$ cat config.mk
export PLATFORM = sky130hd
export DESIGN_NAME = osc_argument_parser
export DESIGN_NICKNAME = d
export VERILOG_FILES = /design/src/sv/osc_ap_pkg.sv /design/src/sv/osc_ap_core.sv /design/src/sv/osc_ap_outq.sv /design/src/sv/osc_argument_parser.sv
export SDC_FILE = /design/constraint.sdc
export NUM_CORES = 1
export LEC_CHECK = 0
export BUFFER_PORTS_ARGS = -buffer_cell sky130_fd_sc_hd__clkbuf_2
export CAP_MARGIN = 20
export CORE_UTILIZATION = 28
export DETAILED_ROUTE_END_ITERATION = 16
export SLEW_MARGIN = 20
export SYNTH_ARGS = -nofsm -noshare
export SYNTH_HDL_FRONTEND = slang
export SYNTH_SLANG_ARGS = --single-unit
$ cat constraint.sdc
create_clock -name aclk -period 3.55 [get_ports aclk]
set_input_delay 0.355 -clock aclk [delete_from_list [all_inputs] [get_ports aclk]]
set_output_delay 0.355 -clock aclk [all_outputs]
set_load 0.02 [all_outputs]
$ cat src/sv/osc_ap_pkg.sv
// Shared types and constants of the OSC argument parser.
// Used by the parser core, the result queue, the top level and the checker.
package osc_ap_pkg;

    // Default size of the type-tag store.
    localparam int MAX_TAGS_DEF = 16;

    // Result queue depth and pointer width.
    localparam int OQ_DEPTH = 4;
    localparam int OQ_PTR_W = $clog2(OQ_DEPTH);

    // Port widths.
    localparam int IN_TDATA_W  = 8;
    localparam int ARG_W       = 4;
    localparam int VALUE_W     = 32;
    localparam int OUT_TDATA_W = 40;
    localparam int OUT_TUSER_W = 3;

    // Characters of the OSC type-tag string.
    localparam logic [7:0] CH_NUL    = 8'h00;
    localparam logic [7:0] CH_COMMA  = 8'h2C;
    localparam logic [7:0] CH_INT    = 8'h69;
    localparam logic [7:0] CH_FLOAT  = 8'h66;
    localparam logic [7:0] CH_STRING = 8'h73;

    // Parser phases.
    typedef enum logic [2:0] {
        PH_SEEK,
        PH_TAGS,
        PH_TPAD,
        PH_ARG,
        PH_SPAD,
        PH_DONE
    } phase_t;

    // Codes of the known argument tags kept in the tag queue.
    typedef enum logic [1:0] {
        AC_INT    = 2'd0,
        AC_FLOAT  = 2'd1,
        AC_STRING = 2'd2
    } arg_code_t;

    // Kinds of result.
    typedef enum logic [2:0] {
        K_INT      = 3'd0,
        K_FLOAT    = 3'd1,
        K_STR_CHAR = 3'd2,
        K_STR_END  = 3'd3,
        K_MSG_END  = 3'd4,
        K_NO_TAGS  = 3'd5,
        K_TRUNC    = 3'd6
    } kind_t;

    typedef struct packed {
        kind_t               kind;
        logic [ARG_W-1:0]    arg_number;
        logic [VALUE_W-1:0]  value;
        logic                final_res;
    } result_t;

    // Up to two results of one byte; a single result always sits in r0.
    typedef struct packed {
        logic    v0;
        logic    v1;
        result_t r0;
        result_t r1;
    } res_pair_t;

endpackage

$ cat src/sv/osc_ap_core.sv
// Parser core of the OSC argument parser: phase machine, tag queue, word gathering.
// Depends on osc_ap_pkg.
module osc_ap_core #(
    parameter int MAX_TAGS = osc_ap_pkg::MAX_TAGS_DEF
) (
    input  logic                  aclk,
    input  logic                  aresetn,
    input  logic                  step,
    input  logic [7:0]            in_byte,
    input  logic                  in_last,
    output osc_ap_pkg::res_pair_t res
);

    localparam int IDX_W = (MAX_TAGS > 1) ? $clog2(MAX_TAGS) : 1;
    localparam int CNT_W = $clog2(MAX_TAGS + 1);

    osc_ap_pkg::phase_t    phase_reg, phase_step, phase_next;
    logic [1:0]            align_reg, align_next, align_inc;
    logic [CNT_W-1:0]      tag_cnt_reg, tag_cnt_step, tag_cnt_next;
    logic [CNT_W-1:0]      known_cnt_reg, known_cnt_step, known_cnt_next;
    logic [1:0]            gcnt_reg, gcnt_step, gcnt_next;
    logic                  ovf_reg, ovf_step, ovf_next;
    logic [31:0]           word_reg, word_next;
    logic                  append, pop;
    logic                  is_nul, tag_known, last_known;
    osc_ap_pkg::arg_code_t new_code, head_code;
    logic [IDX_W-1:0]      head_pos;

    // Queue of known tags in order, each with its tag position.
    osc_ap_pkg::arg_code_t q_code_reg [MAX_TAGS];
    logic [IDX_W-1:0]      q_pos_reg  [MAX_TAGS];

    osc_ap_pkg::result_t   arg_res, stat_res;
    logic                  arg_v;

    assign is_nul     = (in_byte == osc_ap_pkg::CH_NUL);
    assign align_inc  = align_reg + 2'd1;
    assign head_code  = q_code_reg[0];
    assign head_pos   = q_pos_reg[0];
    assign last_known = (known_cnt_reg == CNT_W'(1));

    // Classify a tag character.
    always_comb begin
        tag_known = 1'b1;
        new_code  = osc_ap_pkg::AC_INT;
        case (in_byte)
            osc_ap_pkg::CH_INT:    new_code = osc_ap_pkg::AC_INT;
            osc_ap_pkg::CH_FLOAT:  new_code = osc_ap_pkg::AC_FLOAT;
            osc_ap_pkg::CH_STRING: new_code = osc_ap_pkg::AC_STRING;
            default:               tag_known = 1'b0;
        endcase
    end

    // Next state of the phase machine and the packet counters.
    always_comb begin
        phase_step     = phase_reg;
        align_next     = align_reg;
        tag_cnt_step   = tag_cnt_reg;
        known_cnt_step = known_cnt_reg;
        gcnt_step      = gcnt_reg;
        ovf_step       = ovf_reg;
        word_next      = word_reg;
        append         = 1'b0;
        pop            = 1'b0;
        case (phase_reg)
            osc_ap_pkg::PH_SEEK: begin
                if (in_byte == osc_ap_pkg::CH_COMMA) begin
                    phase_step     = osc_ap_pkg::PH_TAGS;
                    align_next     = 2'd1;
                    tag_cnt_step   = '0;
                    known_cnt_step = '0;
                    ovf_step       = 1'b0;
                end
            end
            osc_ap_pkg::PH_TAGS: begin
                align_next = align_inc;
                if (is_nul) begin
                    gcnt_step = 2'd0;
                    if (known_cnt_reg == '0) begin
                        phase_step = osc_ap_pkg::PH_DONE;
                    end else if (align_inc == 2'd0) begin
                        phase_step = osc_ap_pkg::PH_ARG;
                    end else begin
                        phase_step = osc_ap_pkg::PH_TPAD;
                    end
                end else if (tag_cnt_reg != CNT_W'(MAX_TAGS)) begin
                    tag_cnt_step = tag_cnt_reg + CNT_W'(1);
                    if (tag_known) begin
                        append         = 1'b1;
                        known_cnt_step = known_cnt_reg + CNT_W'(1);
                    end
                end else begin
                    ovf_step = 1'b1;
                end
            end
            osc_ap_pkg::PH_TPAD: begin
                align_next = align_inc;
                if (align_inc == 2'd0) begin
                    phase_step = osc_ap_pkg::PH_ARG;
                    gcnt_step  = 2'd0;
                end
            end
            osc_ap_pkg::PH_ARG: begin
                align_next = align_inc;
                case (head_code)
                    osc_ap_pkg::AC_INT, osc_ap_pkg::AC_FLOAT: begin
                        word_next = {word_reg[23:0], in_byte};
                        if (gcnt_reg == 2'd3) begin
                            pop            = 1'b1;
                            known_cnt_step = known_cnt_reg - CNT_W'(1);
                            gcnt_step      = 2'd0;
                            phase_step     = last_known ? osc_ap_pkg::PH_DONE
                                                        : osc_ap_pkg::PH_ARG;
                        end else begin
                            gcnt_step = gcnt_reg + 2'd1;
                        end
                    end
                    osc_ap_pkg::AC_STRING: begin
                        if (is_nul) begin
                            pop            = 1'b1;
                            known_cnt_step = known_cnt_reg - CNT_W'(1);
                            gcnt_step      = 2'd0;
                            if (last_known) begin
                                phase_step = osc_ap_pkg::PH_DONE;
                            end else if (align_inc == 2'd0) begin
                                phase_step = osc_ap_pkg::PH_ARG;
                            end else begin
                                phase_step = osc_ap_pkg::PH_SPAD;
                            end
                        end
                    end
                    default: begin
                        phase_step = osc_ap_pkg::PH_ARG;
                    end
                endcase
            end
            osc_ap_pkg::PH_SPAD: begin
                align_next = align_inc;
                if (align_inc == 2'd0) begin
                    phase_step = osc_ap_pkg::PH_ARG;
                end
            end
            default: begin
                phase_step = phase_reg;
            end
        endcase

        // The last byte returns the packet state to its idle values.
        phase_next     = phase_step;
        tag_cnt_next   = tag_cnt_step;
        known_cnt_next = known_cnt_step;
        gcnt_next      = gcnt_step;
        ovf_next       = ovf_step;
        if (in_last) begin
            phase_next     = osc_ap_pkg::PH_SEEK;
            align_next     = 2'd0;
            tag_cnt_next   = '0;
            known_cnt_next = '0;
            gcnt_next      = 2'd0;
            ovf_next       = 1'b0;
        end
    end

    // Argument result and status result of the current byte.
    always_comb begin
        arg_v              = 1'b0;
        arg_res.kind       = osc_ap_pkg::K_INT;
        arg_res.arg_number = osc_ap_pkg::ARG_W'(head_pos);
        arg_res.value      = {word_reg[23:0], in_byte};
        arg_res.final_res  = 1'b0;
        if (phase_reg == osc_ap_pkg::PH_ARG) begin
            case (head_code)
                osc_ap_pkg::AC_INT: begin
                    arg_v = (gcnt_reg == 2'd3);
                end
                osc_ap_pkg::AC_FLOAT: begin
                    arg_v        = (gcnt_reg == 2'd3);
                    arg_res.kind = osc_ap_pkg::K_FLOAT;
                end
                osc_ap_pkg::AC_STRING: begin
                    arg_v = 1'b1;
                    if (is_nul) begin
                        arg_res.kind  = osc_ap_pkg::K_STR_END;
                        arg_res.value = '0;
                    end else begin
                        arg_res.kind  = osc_ap_pkg::K_STR_CHAR;
                        arg_res.value = {24'd0, in_byte};
                    end
                end
                default: begin
                    arg_v = 1'b0;
                end
            endcase
        end

        stat_res.arg_number = '0;
        stat_res.value      = {31'd0, ovf_step};
        stat_res.final_res  = 1'b1;
        case (phase_step)
            osc_ap_pkg::PH_SEEK: stat_res.kind = osc_ap_pkg::K_NO_TAGS;
            osc_ap_pkg::PH_DONE: stat_res.kind = (tag_cnt_step == '0)
                                               ? osc_ap_pkg::K_NO_TAGS
                                               : osc_ap_pkg::K_MSG_END;
            default:             stat_res.kind = osc_ap_pkg::K_TRUNC;
        endcase

        if (arg_v) begin
            res.v0 = step;
            res.r0 = arg_res;
            res.v1 = step & in_last;
            res.r1 = stat_res;
        end else begin
            res.v0 = step & in_last;
            res.r0 = stat_res;
            res.v1 = 1'b0;
            res.r1 = stat_res;
        end
    end

    // Control registers.
    always_ff @(posedge aclk) begin
        if (!aresetn) begin
            phase_reg     <= osc_ap_pkg::PH_SEEK;
            align_reg     <= 2'd0;
            tag_cnt_reg   <= '0;
            known_cnt_reg <= '0;
            gcnt_reg      <= 2'd0;
            ovf_reg       <= 1'b0;
        end else if (step) begin
            phase_reg     <= phase_next;
            align_reg     <= align_next;
            tag_cnt_reg   <= tag_cnt_next;
            known_cnt_reg <= known_cnt_next;
            gcnt_reg      <= gcnt_next;
            ovf_reg       <= ovf_next;
        end
    end

    // Gathered word and tag queue: appended at the tail, popped at the head.
    always_ff @(posedge aclk) begin
        if (step) begin
            word_reg <= word_next;
            for (int i = 0; i < MAX_TAGS; i++) begin
                if (append && (known_cnt_reg[IDX_W-1:0] == IDX_W'(i))) begin
                    q_code_reg[i] <= new_code;
                    q_pos_reg[i]  <= tag_cnt_reg[IDX_W-1:0];
                end else if (pop && (i < MAX_TAGS - 1)) begin
                    q_code_reg[i] <= q_code_reg[(i + 1) % MAX_TAGS];
                    q_pos_reg[i]  <= q_pos_reg[(i + 1) % MAX_TAGS];
                end
            end
        end
    end

endmodule

$ cat src/sv/osc_ap_outq.sv
// Result queue of the OSC argument parser: takes up to two results per cycle,
// hands out one per cycle while out_ready is high. Depends on osc_ap_pkg.
module osc_ap_outq (
    input  logic                  aclk,
    input  logic                  aresetn,
    input  osc_ap_pkg::res_pair_t wr,
    output logic                  room,
    output logic                  out_valid,
    input  logic                  out_ready,
    output osc_ap_pkg::result_t   out_res
);

    localparam int PW = osc_ap_pkg::OQ_PTR_W;

    osc_ap_pkg::result_t mem_reg [osc_ap_pkg::OQ_DEPTH];
    logic [PW-1:0]       wr_ptr_reg, wr_ptr_next, rd_ptr_reg, rd_ptr_next;
    logic [PW:0]         count_reg, count_next;
    logic [1:0]          n_wr;
    logic                rd;

    assign n_wr      = {1'b0, wr.v0} + {1'b0, wr.v1};
    assign out_valid = (count_reg != '0);
    assign rd        = out_valid & out_ready;
    assign out_res   = mem_reg[rd_ptr_reg];

    // Two free entries are needed for the worst case of one byte.
    assign room = (count_reg <= (PW + 1)'(osc_ap_pkg::OQ_DEPTH - 2));

    // Pointer and fill count updates.
    always_comb begin
        wr_ptr_next = wr_ptr_reg + PW'(n_wr);
        rd_ptr_next = rd_ptr_reg + PW'(rd);
        count_next  = count_reg + (PW + 1)'(n_wr) - (PW + 1)'(rd);
    end

    always_ff @(posedge aclk) begin
        if (!aresetn) begin
            wr_ptr_reg <= '0;
            rd_ptr_reg <= '0;
            count_reg  <= '0;
        end else begin
            wr_ptr_reg <= wr_ptr_next;
            rd_ptr_reg <= rd_ptr_next;
            count_reg  <= count_next;
        end
    end

    // Entry storage.
    always_ff @(posedge aclk) begin
        if (wr.v0) begin
            mem_reg[wr_ptr_reg] <= wr.r0;
        end
        if (wr.v1) begin
            mem_reg[wr_ptr_reg + PW'(1)] <= wr.r1;
        end
    end

endmodule

$ cat src/sv/osc_argument_parser.sv
// An accepted byte waits in the input stage; the parser step on it writes its results
// to the result queue, which drives m_*. One byte per cycle while the queue has room
// for a worst-case byte; m_* moves one request per cycle under m_tready, and a byte can yield two results.
// Reset (aresetn low, synchronous) empties the input stage and result queue and
// returns the parser to searching for the comma of a new packet.
module osc_argument_parser #(
    parameter int MAX_TAGS = osc_ap_pkg::MAX_TAGS_DEF
) (
    input  logic                                aclk,
    input  logic                                aresetn,
    input  logic                                s_tvalid,
    output logic                                s_tready,
    input  logic [osc_ap_pkg::IN_TDATA_W-1:0]   s_tdata,  // [7:0] data_byte
    input  logic                                s_tlast,  // last_byte
    output logic                                m_tvalid,
    input  logic                                m_tready,
    output logic [osc_ap_pkg::OUT_TDATA_W-1:0]  m_tdata,  // [3:0] arg_number, [35:4] value
    output logic [osc_ap_pkg::OUT_TUSER_W-1:0]  m_tuser,  // [2:0] kind
    output logic                                m_tlast   // final_res
);

    logic                  in_valid_reg, in_valid_next;
    logic [7:0]            in_byte_reg;
    logic                  in_last_reg;
    logic                  s_acc, step, room;
    osc_ap_pkg::res_pair_t pair;
    osc_ap_pkg::result_t   out_res;

    // The input stage advances when it holds a byte and the queue can take a worst-case byte.
    assign step     = in_valid_reg & room;
    assign s_tready = ~in_valid_reg | step;
    assign s_acc    = s_tvalid & s_tready;

    always_comb begin
        in_valid_next = in_valid_reg;
        if (s_acc) begin
            in_valid_next = 1'b1;
        end else if (step) begin
            in_valid_next = 1'b0;
        end
    end

    always_ff @(posedge aclk) begin
        if (!aresetn) begin
            in_valid_reg <= 1'b0;
        end else begin
            in_valid_reg <= in_valid_next;
        end
    end

    always_ff @(posedge aclk) begin
        if (s_acc) begin
            in_byte_reg <= s_tdata;
            in_last_reg <= s_tlast;
        end
    end

    osc_ap_core #(
        .MAX_TAGS (MAX_TAGS)
    ) u_core (
        .aclk    (aclk),
        .aresetn (aresetn),
        .step    (step),
        .in_byte (in_byte_reg),
        .in_last (in_last_reg),
        .res     (pair)
    );

    osc_ap_outq u_outq (
        .aclk      (aclk),
        .aresetn   (aresetn),
        .wr        (pair),
        .room      (room),
        .out_valid (m_tvalid),
        .out_ready (m_tready),
        .out_res   (out_res)
    );

    // Pack the result onto the stream.
    assign m_tdata = {4'd0, out_res.value, out_res.arg_number};
    assign m_tuser = out_res.kind;
    assign m_tlast = out_res.final_res;

endmodule

==> results of run 1 <==
==> routing by layer <==
metal | track usage [%] | vias to the layer above
met2 | 23.8 | 308
met5 | 0 | -
met4 | 4.84 | 0
met3 | 2.35 | 65
li1 | - | 4621
met1 | 19.6 | 4921
==> per-stage QoR <==
step | cell area, µm² | utilization (%) | total power, W | setup slack, ns
finish | 15800 | 33.1 | 0.00805 | 0.321
global route | 15800 | 33.1 | 0.00833 | 0.148
CTS | 15800 | 33.1 | 0.00816 | 0.365
detailed placement | 14600 | 30.6 | 0.00453 | 0.379
global placement | 14600 | 30.6 | 0.00452 | 0.533
floorplan | 13600 | - | 0.00432 | 0.733
==> kinds of logic (layout without fill, tap and decap cells) <==
family                     count (synthesis)  count (layout)  share of synthesized area [%]
adders and majority gates                 20              20                           1.90
other                                      1               4                         0.0276
xor gates and xnor gates                   6               6                          0.387
AOI/OAI and AO/OA                        344             344                           17.3
and+or+nand+nor                          367             367                           13.2
muxes                                     43              43                           6.77
DFF                                      311             311                           56.2
buffers and inverters                    139             197                           4.24
==> worst paths after layout <==
check,start,endpoint,cells past startpoint
max,in_byte_reg[1]$_DFFE_PP_,u_core.q_code_reg[0][1]$_DFFE_PP_,5
max reg2reg,in_byte_reg[1]$_DFFE_PP_,u_core.q_code_reg[0][1]$_DFFE_PP_,5
min,s_tlast,in_last_reg$_DFFE_PP_,1
min reg2reg,u_outq.mem_reg[2][27]$_SDFFE_PP0P_,u_outq.mem_reg[2][27]$_SDFFE_PP0P_,2
==> report_power, final <==
group          internal [W]  switching (W)  leakage, nW
Combinational      0.000229       0.000329         2.92
Sequential          0.00377       0.000126         2.62
Clock               0.00215        0.00145        0.563
==> final cells by class <==
cell class	count	area, µm²	share of cell area [%]
flip-flops and latches	311	7640	48.4
multi-input cells	784	5440	34.5
clock buffers	51	1020	6.45
well taps	615	769	4.88
repair buffers	106	686	4.34
clock inverters	13	130	0.824
inverters	27	101	0.642
==> placed cells by master, fill, tap and decap left out, drive strengths merged, types with 3 or more instances in the layout <==
| cell type | netlist | final |
|---|---|---|
| dfxtp | 170 | 170 |
| edfxtp | 141 | 141 |
| nand2 | 131 | 131 |
| a21oi | 118 | 118 |
| nand3 | 106 | 106 |
| clkbuf | 87 | 105 |
| a21o | 91 | 91 |
| buf | 25 | 52 |
| a32o | 51 | 51 |
| nor2 | 45 | 45 |
| mux4 | 39 | 39 |
| o21ai | 39 | 39 |
| inv | 27 | 30 |
| ha | 19 | 19 |
| and2 | 15 | 15 |
| or3 | 10 | 10 |
| nand2b | 9 | 9 |
| nor3 | 9 | 9 |
| clkinv | 0 | 8 |
| a31oi | 6 | 6 |
| a211o | 6 | 6 |
| xnor2 | 6 | 6 |
| a22oi | 6 | 6 |
| and3 | 6 | 6 |
| nor4 | 6 | 6 |
| or2 | 5 | 5 |
| conb | 1 | 4 |
| or3b | 4 | 4 |
| nand3b | 3 | 3 |
| o22ai | 3 | 3 |
| o2bb2ai | 3 | 3 |
| nor3b | 3 | 3 |
| mux2i | 3 | 3 |
| a211oi | 3 | 3 |
| a311o | 3 | 3 |
==> reports/results.txt, run 1 <==
The largest vdd supply drop is 0.000290 V. The final routed wire length divided by cell count is 18.9 µm. After detailed routing, the met3 layer carries 1920 µm of wire. For the layout filler cell count, the log shows 4708. The fraction of layout instances using a drive strength above 1 was 17.6%. After the last flow step, the layout net total stands at 1298. After synthesis, the cell types taking the most area are edfxtp_1 31%, dfxtp_1 25%, mux4_2 6.5%, a21o_1 5.0%, a21oi_1 4.3%.

The antenna cell count came out at 0. The logs give 0 for the total of hold buffers inserted after clock tree synthesis and 0 for the remaining design rule violation count. Synthesis produced 1231 cells. In this run the biggest area consumer among cell types represents 31.2% of the synthesized area.

The flip-flop count of the largest register, all copies and words added is 156. In the final routing, the length of wire on met1 measures 16300 µm. Number of flip-flops and latches in the synthesized netlist: 311. The clock arrives with 0.0248 ns of skew. The congestion estimate from routability-driven global placement came to 0.901. For the worst reg-to-reg setup slack, the log shows 0.32 ns. The tools report the maximum clock path buffer count as 3. In this run the power density over the cells is 510 nW/µm². The later pin in the worst-skew pair is clocked with a latency of 0.53 ns. The number of antenna violations at the first check in global routing is 0.

On the worst path, the slowest cell contributes a delay of 0.68 ns. The top cell family by delay on the critical path is simple AND/OR/NAND/NOR gates. Global routing finished with a remaining overflow of 0. The top flip-flop cell by instance count after synthesis is dfxtp_1.

The tree is rooted in a clkbuf_16. Counting I/O delays and the setup requirement, the final critical path takes 3.23 ns. In the detailed route, the total length drawn on met2 is 16900 µm.

Relative area change from synthesis to final layout: 16.2%. The total core area was 47700 µm². At the pin with the least slew margin, the transition time is 0.922 ns. The routed layout has 9915 vias. Setup violations remaining at the end of the flow were counted as 0.

Total routing usage reported by global routing: 14.6%. The portion of the post-synthesis area used by sequential elements is 56.2%. The worst setup path is captured at a register. The clock-pin slew reported for the worst setup and hold paths after clock tree synthesis is 0.06 ns, and the total leakage power is 6.10 nW. After layout, the worst path uses 91.0% of the clock period.

Final cell count without fillers: 1907. The critical path goes through nor4_2 -> nand3_1 -> a211o_1 -> and2_0 -> a21o_1. In this run, the number of DRC markers left after iteration 0 of detailed routing was 929. Along the worst path, the maximum fanout reaches 19.

The detail route stage leaves a number of antenna-violating nets equal to 0. The class of the most critical setup path is register to register. The number of iterations in the first detailed-routing pass is 7.

Once the clock tree was built, the resizer swapped 0 gates to a different size. The logs give 36000 µm for the wire length reported by the detailed router and 35 for the CTS buffer count. Counting every sink on the clock net gives 311. Setup repair after global routing left no endpoint under its margin. Summing every instance area after synthesis gives 13600 µm². In this run, distinct cell masters in the synthesized netlist total 73. The first global-routing pass estimated 57100 µm of wire. The run gives 3.50 ns as the data arrival at the endpoint of the critical path. The run gives 10183 as the via count of the first global-routing pass.

The number of placed cells counting well taps is 1843. Detailed placement ended at an HPWL of 23200 µm. The run gives 0.0342 ns as the final hold slack. The final number of hold-violating endpoints was 0. The vertical die dimension is 222 µm. The flow ran to the end, and the final reports show no timing, DRC or antenna violations. Cell at the slowest stage of the critical path: nor4_2. TritonCTS built the clock tree. For this design the top-level I/O count stands at 59. The count of maximum capacitance violations came out at 0. The critical path contains buffers and inverters numbering 0 combined. The top cell type by total area after synthesis is edfxtp_1. For the total of warnings raised by yosys, the log shows 0.

Entering global routing, the biggest net connects 91 pins. At the worst endpoint, the required time is 3.82 ns. In this run the mean area of a mapped cell was 11.0 µm².

Number of pins exceeding their max-slew limit in the final report: 0. The tools report the total negative slack as 0 ns. Counting instances in the post-synthesis netlist gives the leading cell types as 170 x dfxtp_1, 141 x edfxtp_1, 131 x nand2_1.

Most common cell in the synthesized netlist: dfxtp_1. The initialized floorplan defines 80 standard-cell rows. The path type of the worst min-delay path was input pin to register. Once the floorplan was initialized, standard cells occupied 28.4% of the core. The run gives 0.310 GHz as the maximum clock rate. The die is 222 µm wide.

Dividing the detail-routed via count by the number of cells gives 5.20. The run gives 0 as the number of setup buffers added after CTS. The tools report the sort of element at the start of the critical path as a register. The die covers 49400 µm². The tools report the CTS H-tree depth as 2. The top metal layer carrying routed signals was met4. Headroom to the max-slew limit came out at 38.5%.

The count of flip-flops with a built-in enable after synthesis came out at 141. For this run, asynchronously set or reset flops after synthesis account for 0%. During placement, the flow inserted port buffers numbering 54.
Note: power is estimated with default switching activity, not from simulation.
==> inputs of run 2 (changes only) <==
==> constraint.sdc (replaced) <==
create_clock -name aclk -period 3.55 [get_ports aclk]
set_input_delay 0.1775 -clock aclk [delete_from_list [all_inputs] [get_ports aclk]]
set_output_delay 0.1775 -clock aclk [all_outputs]
set_load 0.02 [all_outputs]
==> run 2 against run 1 <==
Effect of this change:
- wire length rose by 0.96%
- via count increased by 1.4%
- count of clock-buffer cells in the layout is 7 lower
- utilization grew 0.38 points
- global-route usage about the same
- setup slack improved by 0.10 ns
- critical endpoint is now u_core.q_pos_reg[0][23]$_DFFE_PP_
- highest routed layer unchanged
==> reports/results.txt, run 2 (synthesis gave the netlist of run 1 again) <==
Row generation in the floorplan step produced 80 rows. The first-pass GRT wire length was 56800 µm; the actual transition at the worst max-transition pin was 1.14 ns. Number of antenna violations at the first check in global routing: 0.

Derived from the worst setup path, the maximum achievable clock frequency is 0.320 GHz. The final cell count without fillers came out at 1916. For this block, the initial DRC count from the detailed router was 972.

The total die area is 49400 µm², and the final routed wire length divided by cell count is 19.0 µm. The root buffer cell chosen for the clock tree is clkbuf_16. Clock-pin slew was measured on the worst setup and hold paths at 0.06 ns.

For the number of placed cells counting well taps, the log shows 1842. The total negative slack was 0 ns; the fraction of layout instances using a drive strength above 1 was 17.6%. For the maximum clock path buffer count, the log shows 3.

The ratio of routed vias to standard cells works out to 5.25. Setup repair after global routing left no endpoint under its margin. In the global route stage, overall resource usage came out at 14.5%.

The maximum fanout count along the critical path works out to 19. The run gives 0 as the number of pins exceeding their max-slew limit in the final report. The total core area was 47700 µm²; the data arrival at the endpoint of the critical path was 3.41 ns. Clock tree synthesis inserted a total of 35 buffers.

Initial core utilization: 28.4%. After detailed routing, the number of remaining DRC violations is 0. The run finished with clean final reports. Input and output buffers added on the ports amount to 54. The total leakage power is 6.18 nW. From bottom edge to top edge, the die measures 222 µm. The via count of the first global-routing pass is 9994. The most common library cell in the layout ignoring fill and taps was dfxtp_1.

TritonCTS built the clock tree. Class of the most critical setup path: register to register. The overall die width was 222 µm; the wire length reported by the detailed router was 36300 µm. The sort of element at the start of the critical path was a register. Areal power density over the cells: 520 nW/µm². Entering global routing, the biggest net connects 97 pins. Clock skew on the completed layout was measured at 0.0224 ns.

The logs give 0 for the number of setup buffers added after CTS and 0.000289 V for the largest vdd supply drop. The worst path in the final design needs a cycle of 3.13 ns, including I/O delays and setup. The total congestion overflow after global routing is 0. Placer's final routability congestion estimate: 0.848. Number of nets with antenna violations after routing: 0. The path type of the worst min-delay path is input pin to register. The top cell types in the final layout, fill and taps aside, are 168 x dfxtp_1, 141 x edfxtp_1, 131 x nand2_1.

The flip-flop count of the largest register, all copies and words added is 156, and the later-pin clock latency in the skew report is 0.54 ns. The tools report the capturing element type of the critical path as a register. The count of maximum capacitance violations was 0; the antenna cell count was 0. For the final setup violation count, the log shows 0. The first detailed-routing pass took 5 iterations. The count of clock tree sinks was 311. The placed wire-length estimate is 22500 µm, and the relative area change from synthesis to final layout is 17.5%. The detailed router placed 10050 vias in this run.

The logs give 0 for the final number of hold-violating endpoints and 3.83 ns for the required time reported for the critical path endpoint. CTS built an H-tree with a depth of 2. For this design the top-level I/O count stands at 59. Of the available clock period, the critical path in the final layout requires 88.1%. For the relative slew slack, the log shows 23.6%.

Post-layout net count: 1307.
run 2: cell types whose count changed in the layout (fill, tap and decap cells not counted), moves of 2 or more:
cell	delta
clkinv_2	+2
bufinv_16	+3
clkinv_1	+2
buf_4	-2
dlygate4sd3_1	+10
inv_16	+2
clkbuf_1	-6
run 2: final timing paths:
| kind | startpoint | end | slack [ns] | cells after the start |
|---|---|---|---|---|
| setup / recovery | in_byte_reg[2]$_DFFE_PP_ | u_core.q_pos_reg[0][23]$_DFFE_PP_ | 0.42 | 5 |
| hold / removal | aresetn | u_outq.wr_ptr_reg[0]$_SDFF_PN0_ | 0.009 | 2 |
| setup reg to reg | in_byte_reg[2]$_DFFE_PP_ | u_core.q_pos_reg[0][23]$_DFFE_PP_ | 0.42 | 5 |
| hold reg to reg | u_outq.mem_reg[0][31]$_SDFFE_PP0P_ | u_outq.mem_reg[0][31]$_SDFFE_PP0P_ | 0.45 | 2 |
run 2: report_power, final:
part | internal [W] | switching [W] | total (W)
sequential | 0.00376 | 0.000100 | 0.00387
clock | 0.00233 | 0.00151 | 0.00384
combinational | 0.000237 | 0.000354 | 0.000592
run 2: layer usage:
layer / part of all wire (%) / up-vias / track usage, %
met5: 0 / - / 0
met4: 2.4 / 0 / 5.00
met3: 6.6 / 62 / 2.46
met2: 48 / 345 / 23.7
met1: 43 / 5003 / 19.4
li1: - / 4640 / -
run 2: through the flow:
stage | utilization, % | power (W) | hold WS (ns) | setup WS, ns | instance area [µm²]
2_1_floorplan | - | 0.00432 | 0.276 | 0.733 | 13600
3_3_place_gp | 30.7 | 0.00452 | 0.358 | 0.591 | 14600
3_5_place_dp | 30.7 | 0.00452 | 0.358 | 0.453 | 14600
4_1_cts | 33.4 | 0.00838 | 0.0000389 | 0.428 | 16000
5_1_grt | 33.4 | 0.00856 | 0.00888 | 0.195 | 16000
6_report | 33.4 | 0.00830 | 0.00870 | 0.422 | 16000
run 2: what timing repair did:
| item | in CTS | in global routing |
|---|---|---|
| hold buffers | 10 | 0 |
| endpoints found under the hold margin | 10 | 0 |
| gates resized for setup | 0 | 0 |
run 2: worst max-delay path, stage by stage, from the launching register on:
cell	delay (ns)
edfxtp_1	0.60
nor4_2	0.63
nand3_1	0.33
a211o_1	0.50
and2_0	0.52
a21o_1	0.29
run 2: layout make-up:
class	count	area [µm²]
timing repair buffer	115	791
sequential	311	7640
clock inverter	20	258
multi-input combinational	784	5440
tap	615	769
fill	4675	31800
inverter	27	101
clock buffer	44	971
==> inputs of run 3 (changes only) <==
==> constraint.sdc (replaced) <==
create_clock -name aclk -period 2.54 [get_ports aclk]
set_input_delay 0.127 -clock aclk [delete_from_list [all_inputs] [get_ports aclk]]
set_output_delay 0.127 -clock aclk [all_outputs]
set_load 0.02 [all_outputs]
==> run 3 against run 2 <==
Effect of this change:
- the flow now finishes with violations (setup timing)
- final cell count up 4.4%
- fmax up 19%
- design area up 6.5%
- worst hold slack better by 0.12 ns
- register-to-register slack worse by 0.51 ns
- combinational power up 62%
- first-iteration DRC count down 12%
- sequential share of layout area down 2.9 points
- clock power up 29%
- critical endpoint is now u_core.known_cnt_reg[2]$_SDFFE_PN0P_
==> reports/results.txt, run 3 (synthesis gave the netlist of run 1 again) <==
The clock passes through at most 3 buffers. The remaining design rule violation count was 0. The final setup violation count is 44. For this configuration, the core starts out at a cell density of 28.4%. For the total routing usage reported by global routing, the log shows 15.0%. The vertical die dimension was 222 µm. Cells fill 35.6% of the core in the end. The tools report the met1 wire length as 16000 µm. The top metal layer carrying routed signals is met4.

The met3 wirelength from detailed routing was 2260 µm; the flip-flop count of the largest register, all copies and words added was 156. The layout filler cell count was 4623; the sequential fraction of design power was 47.7%. The library cell used most frequently in the layout, excluding fill and tap cells, is dfxtp_1. The tools report the post-layout net count as 1393.

In the layout the commonest cells are 165 x dfxtp_1, 141 x edfxtp_1, 126 x nand2_1. The total core area is 47700 µm², and the maximum number of pins on one net before global-route repair is 60. For the number of nets with antenna violations after routing, the log shows 0.

For the required time reported for the critical path endpoint, the log shows 3.00 ns. Relative slew slack: 53.1%. Class of the most critical setup path: register to register. The congestion estimate from routability-driven global placement came to 0.871.

For the pin with the worst max-slew slack, the measured transition is 0.703 ns. The largest vdd supply drop is 0.000443 V. The clock network accounts for 43.8% of the total power. In this run the tool buffered the top-level ports with 54 buffer cells.

Overall die width: 222 µm. The die covers 49400 µm². The count of maximum capacitance violations is 0, and the number of pins exceeding their max-slew limit in the final report is 0.

The number of iterations in the first detailed-routing pass is 5, and the fraction of layout instances using a drive strength above 1 is 26.3%. The final critical-path share of the clock period works out to 103%. The worst path in the final design needs a cycle of 2.62 ns, including I/O delays and setup. The run gives 59 as the total I/O pin count.

The routed design uses 18100 µm of met2 wire. The first-iteration detailed-routing DRC count came out at 856. Clock-pin slew was measured on the worst setup and hold paths at 0.06 ns. For the maximum clock rate, the log shows 0.381 GHz. The HPWL after detailed placement is 23400 µm. The tools report the reported net switching power as 0.00274 W. The areal power density over the cells was 664 nW/µm². The repair_antennas step left the layout with diodes totalling 0. Final number of hold-violating endpoints: 0.

The logs give 8.5% for the part of the total power dissipated in combinational logic and 0 for the total congestion overflow after global routing. The tools report the cell internal power dissipation as 0.00854 W. The path class of the tightest hold or removal check is input pin to register. The ratio of routed vias to standard cells is 5.19.

Clock tree synthesis selected as its root buffer the cell clkbuf_16. The tools report the CTS H-tree depth as 2. The setup slack of the critical path after layout came out at -0.0840 ns.

The checks that failed: setup timing. The maximum fanout count along the critical path was 4. The tree built by TritonCTS fans out to 311 sinks.

The number of antenna violations at the first check in global routing was 0. Adding up every negative setup slack in the final design gives -1.82 ns. The tools report the cell area reported after detailed placement as 15400 µm². Summed over all layers, the routed wires come to 37000 µm. TritonCTS created 36 clock buffers.

Setup repair after global routing could not meet its margin everywhere. With fillers left out, the area of the finished cells amounts to 17000 µm². STA classifies the critical path endpoint as a register. The routed layout has 10385 vias. The tools report the sort of element at the start of the critical path as a register. In this run the static leakage power is 6.65 nW. The data arrival at the endpoint of the critical path was 3.08 ns. The via count of the first global-routing pass is 10339. The run finished, with violations left. TritonCTS built the clock tree. Largest clock skew in the final design: 0.0287 ns.

Final routed wire length divided by cell count: 18.5 µm. The first global-routing pass estimated 58500 µm of wire. At the later pin of the worst-skew pair, clock insertion delay measures 0.55 ns.

Compared with the post-synthesis result, the final layout area differs by 25.2%. The switching share of power came out at 24.3%. Row generation in the floorplan step produced 80 rows.
==> run 3: worst max-delay path, cell delays in order (launching register included) <==
cell	delay [ns]
edfxtp_1	0.41
or3b_4	0.42
or3b_1	0.36
a211o_1	0.31
o21a_1	0.23
a2111o_1	0.45
or3_1	0.31
o221ai_1	0.07
==> run 3: power groups by stage <==
| stage | Clock [W] | Sequential, W | Combinational (W) |
|---|---|---|---|
| after CTS | 0.00505 | 0.00538 | 0.000946 |
| after global routing | 0.00526 | 0.00539 | 0.00103 |
| after floorplan | 0 | 0.00540 | 0.000649 |
| after global placement | 0 | 0.00549 | 0.000910 |
| final | 0.00494 | 0.00538 | 0.000960 |
| after detailed placement | 0 | 0.00549 | 0.000917 |
==> run 3: metrics by stage <==
step	setup WS (ns)	power [W]	std cells	hold slack (ns)
floorplan	-0.0416	0.00605	1234	0.226
global placement	-0.233	0.00640	1918	0.309
detailed placement	-0.214	0.00640	1918	0.307
CTS	-0.0867	0.0114	1994	0.129
global route	-0.177	0.0117	2001	0.143
finish	-0.0840	0.0113	2001	0.133
==> run 3: worst paths after layout <==
kind | endpoint | startpoint | slack (ns) | depth (start not counted)
setup / recovery | u_core.known_cnt_reg[2]$_SDFFE_PN0P_ | in_byte_reg[0]$_DFFE_PP_ | -0.08 | 7
hold / removal | u_outq.rd_ptr_reg[0]$_SDFF_PN0_ | m_tready | 0.13 | 4
setup reg to reg | u_core.known_cnt_reg[2]$_SDFFE_PN0P_ | in_byte_reg[0]$_DFFE_PP_ | -0.08 | 7
hold reg to reg | u_outq.mem_reg[1][13]$_SDFFE_PP0P_ | u_outq.mem_reg[1][13]$_SDFFE_PP0P_ | 0.45 | 2
==> run 3: final cells by class <==
| class | instances | area, µm² | share of cell area (%) |
|---|---|---|---|
| Clock buffer | 49 | 988 | 5.81 |
| Multi-Input combinational cell | 784 | 5840 | 34.3 |
| Timing Repair Buffer | 200 | 1530 | 8.97 |
| Inverter | 27 | 101 | 0.596 |
| Clock inverter | 15 | 134 | 0.787 |
| Sequential cell | 311 | 7640 | 45.0 |
| Tap cell | 615 | 769 | 4.53 |
==> run 3: timing repair <==
action                                 4_1_cts  5_1_grt
pin swaps                                   15       24
endpoints found under the hold margin       16        0
setup buffers                                1        7
setup endpoints to repair                  152      199
resized for setup                           36       25
gates cloned                                 0        0
hold buffers                                11        0
==> run 3: per-layer routing <==
metal / track usage [%] / vias to the layer above
met5: 0 / -
met4: 3.90 / 0
met3: 3.33 / 58
met2: 25.4 / 318
met1: 19.2 / 5189
li1: - / 4820
